## src/csa_pkg.sv

```systemverilog
`default_nettype none
package csa_pkg;

  localparam int unsigned MaxRowsDef = 1024;
  localparam int unsigned MaxNzDef   = 16384;

  localparam logic [1:0] CMD_LOAD_ROW = 2'd0;
  localparam logic [1:0] CMD_LOAD_COL = 2'd1;
  localparam logic [1:0] CMD_ACC      = 2'd2;
  localparam logic [1:0] CMD_READ     = 2'd3;

  localparam logic [1:0] ST_DONE   = 2'd0;
  localparam logic [1:0] ST_ZERO   = 2'd1;
  localparam logic [1:0] ST_ABSENT = 2'd2;

  typedef enum logic [2:0] {
    OP_LOAD_ROW,
    OP_LOAD_COL,
    OP_DONE,
    OP_ZERO,
    OP_ABSENT,
    OP_ACC,
    OP_READ
  } op_e;

  typedef struct packed {
    op_e         op;
    logic [10:0] row;
    logic [14:0] position;
    logic [9:0]  column;
    logic [63:0] value;
  } item_t;

endpackage
`default_nettype wire

```

## src/csa_front.sv

```systemverilog
`default_nettype none
module csa_front import csa_pkg::*; #(
  parameter int unsigned MAX_ROWS     = MaxRowsDef,
  parameter int unsigned MAX_NONZEROS = MaxNzDef
) (
  input  wire logic        clk_i,
  input  wire logic        rst_ni,
  input  wire logic        cfg_we_i,
  input  wire logic [10:0] cfg_wdata_i,
  input  wire logic        in_valid_i,
  output logic             in_stall_o,
  input  wire logic [1:0]  cmd_i,
  input  wire logic [10:0] row_i,
  input  wire logic [14:0] position_i,
  input  wire logic [9:0]  column_i,
  input  wire logic [63:0] value_i,
  input  wire logic        back_ready_i,
  output logic             head_valid_o,
  output item_t            head_o,
  input  wire logic        pop_i
);

  logic [10:0] dof_count_q;
  item_t       entry;
  item_t       q_q [2];
  logic        wr_ptr_q, rd_ptr_q;
  logic [1:0]  cnt_q;
  logic        push;

  always_ff @(posedge clk_i or negedge rst_ni) begin
    if (!rst_ni) begin
      dof_count_q <= '0;
    end else if (cfg_we_i) begin
      dof_count_q <= cfg_wdata_i;
    end
  end

  always_comb begin
    entry.row      = row_i;
    entry.position = position_i;
    entry.column   = column_i;
    entry.value    = value_i;
    case (cmd_i)
      CMD_LOAD_ROW: entry.op = (32'(row_i) <= MAX_ROWS) ? OP_LOAD_ROW : OP_DONE;
      CMD_LOAD_COL: entry.op = (32'(position_i) < MAX_NONZEROS) ? OP_LOAD_COL : OP_DONE;
      CMD_ACC: begin
        if (value_i[62:0] == 63'd0) begin
          entry.op = OP_ZERO;
        end else if (row_i >= dof_count_q || 32'(row_i) >= MAX_ROWS) begin
          entry.op = OP_ABSENT;
        end else begin
          entry.op = OP_ACC;
        end
      end
      CMD_READ: entry.op = (32'(position_i) < MAX_NONZEROS) ? OP_READ : OP_ABSENT;
      default:  entry.op = OP_DONE;
    endcase
  end

  // no requests taken while the queue is full or until the value store has been swept clear
  assign in_stall_o   = (cnt_q == 2'd2) || !back_ready_i;
  assign push         = in_valid_i && !in_stall_o;
  assign head_valid_o = (cnt_q != 2'd0);
  assign head_o       = q_q[rd_ptr_q];

  always_ff @(posedge clk_i) begin
    if (push) begin
      q_q[wr_ptr_q] <= entry;
    end
  end

  always_ff @(posedge clk_i or negedge rst_ni) begin
    if (!rst_ni) begin
      wr_ptr_q <= 1'b0;
      rd_ptr_q <= 1'b0;
      cnt_q    <= 2'd0;
    end else begin
      if (push) begin
        wr_ptr_q <= !wr_ptr_q;
      end
      if (pop_i) begin
        rd_ptr_q <= !rd_ptr_q;
      end
      cnt_q <= cnt_q + 2'(push) - 2'(pop_i);
    end
  end

endmodule
`default_nettype wire

```

## config.mk

```make
export PLATFORM = sky130hd
export DESIGN_NAME = csa_front
export DESIGN_NICKNAME = d
export VERILOG_FILES = /design/src/csa_pkg.sv /design/src/csa_front.sv
export SDC_FILE = /design/constraint.sdc
export NUM_CORES = 1
export LEC_CHECK = 0
export BUFFER_PORTS_ARGS = -buffer_cell sky130_fd_sc_hd__buf_2
export CORE_ASPECT_RATIO = 0.75
export CORE_MARGIN = 2
export CORE_UTILIZATION = 25
export DETAILED_ROUTE_END_ITERATION = 16
export PLACE_DENSITY = 0.54
export SYNTH_ARGS = -nofsm -noshare
export SYNTH_HDL_FRONTEND = slang
export SYNTH_SLANG_ARGS = --single-unit
```

## constraint.sdc

```tcl
create_clock -name clk_i -period 17.3 [get_ports clk_i]
set_input_delay 3.46 -clock clk_i [delete_from_list [all_inputs] [get_ports clk_i]]
set_output_delay 3.46 -clock clk_i [all_outputs]
set_load 0.1 [all_outputs]
```

Word-level counts from Yosys, hierarchy flattened
Memory sizes are Yosys's and may differ from the RTL's.
Cells that the tools add are included.
- register bits: 15
- memory bits (writable): 206
- bits of input ports: 119
- output and inout port bits: 105
- logic and storage cells: 33
- memories kept: 1
- $add $sub $neg: 2
- magnitude comparators: 4
- equal/unequal tests: 4
- multiplexer cells: 8
- reduce and logical (&&, ||, !) cells: 10
- memory list (name ; words ; bits a word ; rd ports ; clocked after memory_dff ; wr ports ; RTL line ; source):
    q_q ; 2 ; 103 ; 1 ; 0 ; 1 ; csa_front.sv:25 ; item_t q_q [2];
- operator list (cell ; number):
    $logic_not A63 Y1 ; 1
    $lt A15 B15 Y1 const B ; 1
    $pmux W3 S4 ; 1
    $ge A11 B11 Y1 ; 1
    $ge A11 B11 Y1 const B ; 1
    $le A11 B11 Y1 const B ; 1
    $eq A2 B2 Y1 const B ; 3
    $mux W2 ; 3
    $logic_not A1 Y1 ; 4
    $mux W1 ; 3
    $mux W3 ; 1
    $add A2 B1 Y2 ; 1
    $eq A2 B1 Y1 const B ; 1
    $logic_not A2 Y1 ; 1
    $logic_or A1 B1 Y1 ; 2
    $reduce_bool A2 Y1 ; 1
    $sub A2 B1 Y2 ; 1
    $logic_and A1 B1 Y1 ; 1

Longest topological paths before layout
- word-level depth: 6
- mapped depth: 8

Least setup slack after synthesis
Ideal clock, no wire load.
- path kind: input to register
- start point: in in_valid_i
- end point: mem q_q[0][0] (netlist bit), enable pin
- setup time: 0.566 ns
- arrival time: 7.936 ns
- required time: 16.734 ns
- slack: 8.797 ns
- stages: 2
- path buffers: 0
- cell sequence: o211ai_1 nor2_1
- word-level cells in the longest chain between the ends: 3
- ends and longest elaborated chain (what ; RTL line ; source):
    start, declared ; csa_front.sv:10 ; input wire logic in_valid_i,
    $logic_and A1 B1 Y1 ; csa_front.sv:62 ; assign push = in_valid_i && !in_stall_o;
    $mux W1 ; csa_front.sv:67 ; if (push) begin
    $mux W1 (implied by the code) ; csa_front.sv:68 ; q_q[wr_ptr_q] <= entry;
    end, declared ; csa_front.sv:25 ;
Every way passes these cells.

Final worst setup path
- start point: in back_ready_i
- end point: out in_stall_o
- word-level cells in the longest chain between the ends: 2
- ends and longest elaborated chain (what ; RTL line ; source):
    start, declared ; csa_front.sv:17 ; input wire logic back_ready_i,
    $logic_not A1 Y1 ; csa_front.sv:61 ; assign in_stall_o = (cnt_q == 2'd2) || !back_ready_i;
    $logic_or A1 B1 Y1 ; csa_front.sv:61 ;
    end, declared ; csa_front.sv:11 ; output logic in_stall_o,
Every way passes these cells.

==> summary.txt <==
Floorplanning
  – Top Ports: approximately 220
  – Core area: 33500 um2
  – Die area: 35400 um2
  – Die X-Extent: 217 um
  – Row Count: 58
  – Die height: about 160 um
  – Initial Util: 25.3%

Global route
  – Largest net degree at the start of global routing: 61
  – GR Util All Layers: 10.4%
  – First-pass GRT wire length: 27900 um
  – Grt ovf: 0
  – Antenna violations before repair: 0
  – Number of global-route vias before repair: roughly 4700

Worst setup path
  – Worst reg-to-reg path cell count: 4
  – R2R setup slack: 15220 ps
  – Critical Path RT: ~14000 ps
  – Crit Path Class: in -> out
  – Critical Path Sink Type: output port
  – Type of origin of the critical path: input port
  – Worst reg2reg startpoint: cnt_q[1]
  – R2r endpoint: q_q[0][40]
  – CP arrival: roughly 4000 ps
  – Worst Path Max Fanout: 2

Layout
  – # nets final: between 800 and 900
  – Area Growth Syn to Fin: 29.1%
  – N_diodes: 0
  – Fraction of layout cells with a size suffix above 1: 53.1%
  – Most common cell after layout, fill and taps aside: buf_2
  – # fillers: 3297
  – Most frequent cells in the layout: buf_2 (223), edfxtp_1 (206), mux2_2 (104)

Clock network
  – Clock Sinks: 221
  – H-tree levels: 1
  – Setup bufs post-CTS: 0
  – # resized after CTS: 0
  – CTS Buf Count: 24
  – Root Driver: clkbuf_16
  – Worst-path clk slew: 60 ps
  – Worst skew pair latency: 520 ps
  – CTS tree: done
  – Maximum clock path buffer count: 3
  – Hold buffers post-CTS: 0

Timing
  – Final setup fails: 0
  – Tmin final: 7530 ps
  – Actual slew at the worst max-slew pin: 895 ps
  – Tcrit/Tclk final: between 40% and 50%
  – F_max: 133 MHz
  – Clock Skew: 18.6 ps
  – RSZ-0062 raised after global routing: no
  – Final Hold Violating Endpoints: 0
  – Max_slew headroom: 40.3%
  – Slew Limit Fails: 0
  – TNS Setup: 0 ps

Hold path
  – Hold Startpoint: cnt_q[1]
  – Hold Path Stages: 1
  – Min-delay worst type: reg -> reg
  – Hold EP: cnt_q[1]

Placement
  – Final GP Congestion: a little under 0.7
  – # port buffers: 223
  – Dpl hpwl: 12900 um

Yosys
  – Mean area per synthesized cell: 19.0 um2
  – Synth Register Bits: 221
  – Mapped Cells: 445
  – Register area share after synthesis: roughly 77%
  – Library cells used by synthesis: 31
  – Synthesis Warnings: 0
  – Synth Cell Area: 8470 um2
  – Syn_nets: 577

Status
  – Status: completed

Routing
  – Via density: approximately 4.1
  – Avg WL per Cell: 16.6 um
  – WL final: 19100 um
  – DRC viols: 0
  – Number of DRC markers in iteration 0: about 180
  – Post-DRT Antenna Nets: 0
  – Drt pass-1 iters: 5
  – Total number of vias: 4741

Flow run
  – Max Cap Viol: 0
## cell usage after synthesis
cell type / instances / area, um2
edfxtp_1: 206 / 6190
mux2_2: 104 / 1170
nand2_1: 16 / 60.1
dfrtp_1: 15 / 375
nor4_1: 15 / 93.8
inv_1: 14 / 52.6
o21ai_0: 14 / 70.1
ha_1: 13 / 163
buf_2: 8 / 40.0
nor2_1: 4 / 15.0
xnor2_1: 4 / 35.0
a21oi_1: 3 / 15.0
buf_1: 3 / 11.3
clkbuf_1: 3 / 11.3
nor3_1: 3 / 15.0
a211oi_1: 2 / 15.0
a21o_1: 2 / 15.0
nand4_1: 2 / 12.5
o211ai_1: 2 / 15.0
a31oi_1: 1 / 6.26
a41o_1: 1 / 10.0
and3_1: 1 / 6.26
mux2i_1: 1 / 10.0
nand2b_1: 1 / 6.26
nand3_1: 1 / 5.00
o21a_1: 1 / 7.51
o41ai_2: 1 / 16.3
or2_2: 1 / 6.26
or4_1: 1 / 7.51
or4_4: 1 / 11.3
xor2_1: 1 / 8.76
## registers in the layout, indices dropped and copies added, names as in the netlist
signal	count
rd_ptr_q	1
q_q	206
cnt_q	2
wr_ptr_q	1
dof_count_q	11
## per-layer routing
layer	vias up	share of wire [%]	GRT usage [%]
li1	2234	-	-
met4	0	2.0	2.68
met3	21	6.8	3.24
met5	-	0	0
met1	2337	47	14.3
met2	149	44	16.0
## worst max-delay path by stage
stage	from	to	slack, ps
floorplan	in_valid_i	q_q[0][0]	8800
global placement	back_ready_i	in_stall_o	9770
detailed placement	back_ready_i	in_stall_o	9780
CTS	back_ready_i	in_stall_o	9780
global route	back_ready_i	in_stall_o	9760
finish	back_ready_i	in_stall_o	9770
## per-stage QoR
step                worst slack (ps)  utilization [%]  instance area [um2]  std cells  hold WS (ps)
finish                          9770             32.7                10900       1153           514
global route                    9760             32.7                10900       1153           542
CTS                             9780             32.7                10900       1153           518
detailed placement              9780             30.3                10100       1109           506
global placement                9770             30.3                10100       1109           504
floorplan                       8800                -                 8470        445           459
## final cells by class
class,count,area [um2],area share [%]
clock buffer,29,641,5.86
clock inverter,15,150,1.37
inverter,14,52.6,0.480
multi-input combinational,196,1810,16.6
sequential,221,6570,60.0
tap,450,563,5.15
timing repair buffer,228,1150,10.5
## critical path: stages
cell and delay, ps:
buf_2 100, o21ai_0 60, buf_2 440
## kinds of logic (layout without fill, tap and decap cells)
logic type | Yosys count | in the layout | synth area share (%)
DFF | 221 | 221 | 77.4
muxes | 105 | 105 | 13.9
and+or+nand+nor | 46 | 46 | 2.82
buffers and inverters | 28 | 286 | 1.36
AOI/OAI and AO/OA | 27 | 27 | 2.01
adders and majority gates | 13 | 13 | 1.92
xor gates and xnor gates | 5 | 5 | 0.517
Power is not shown: default switching activity piles up to over one toggle a cycle in this logic, so the estimate is an artifact.
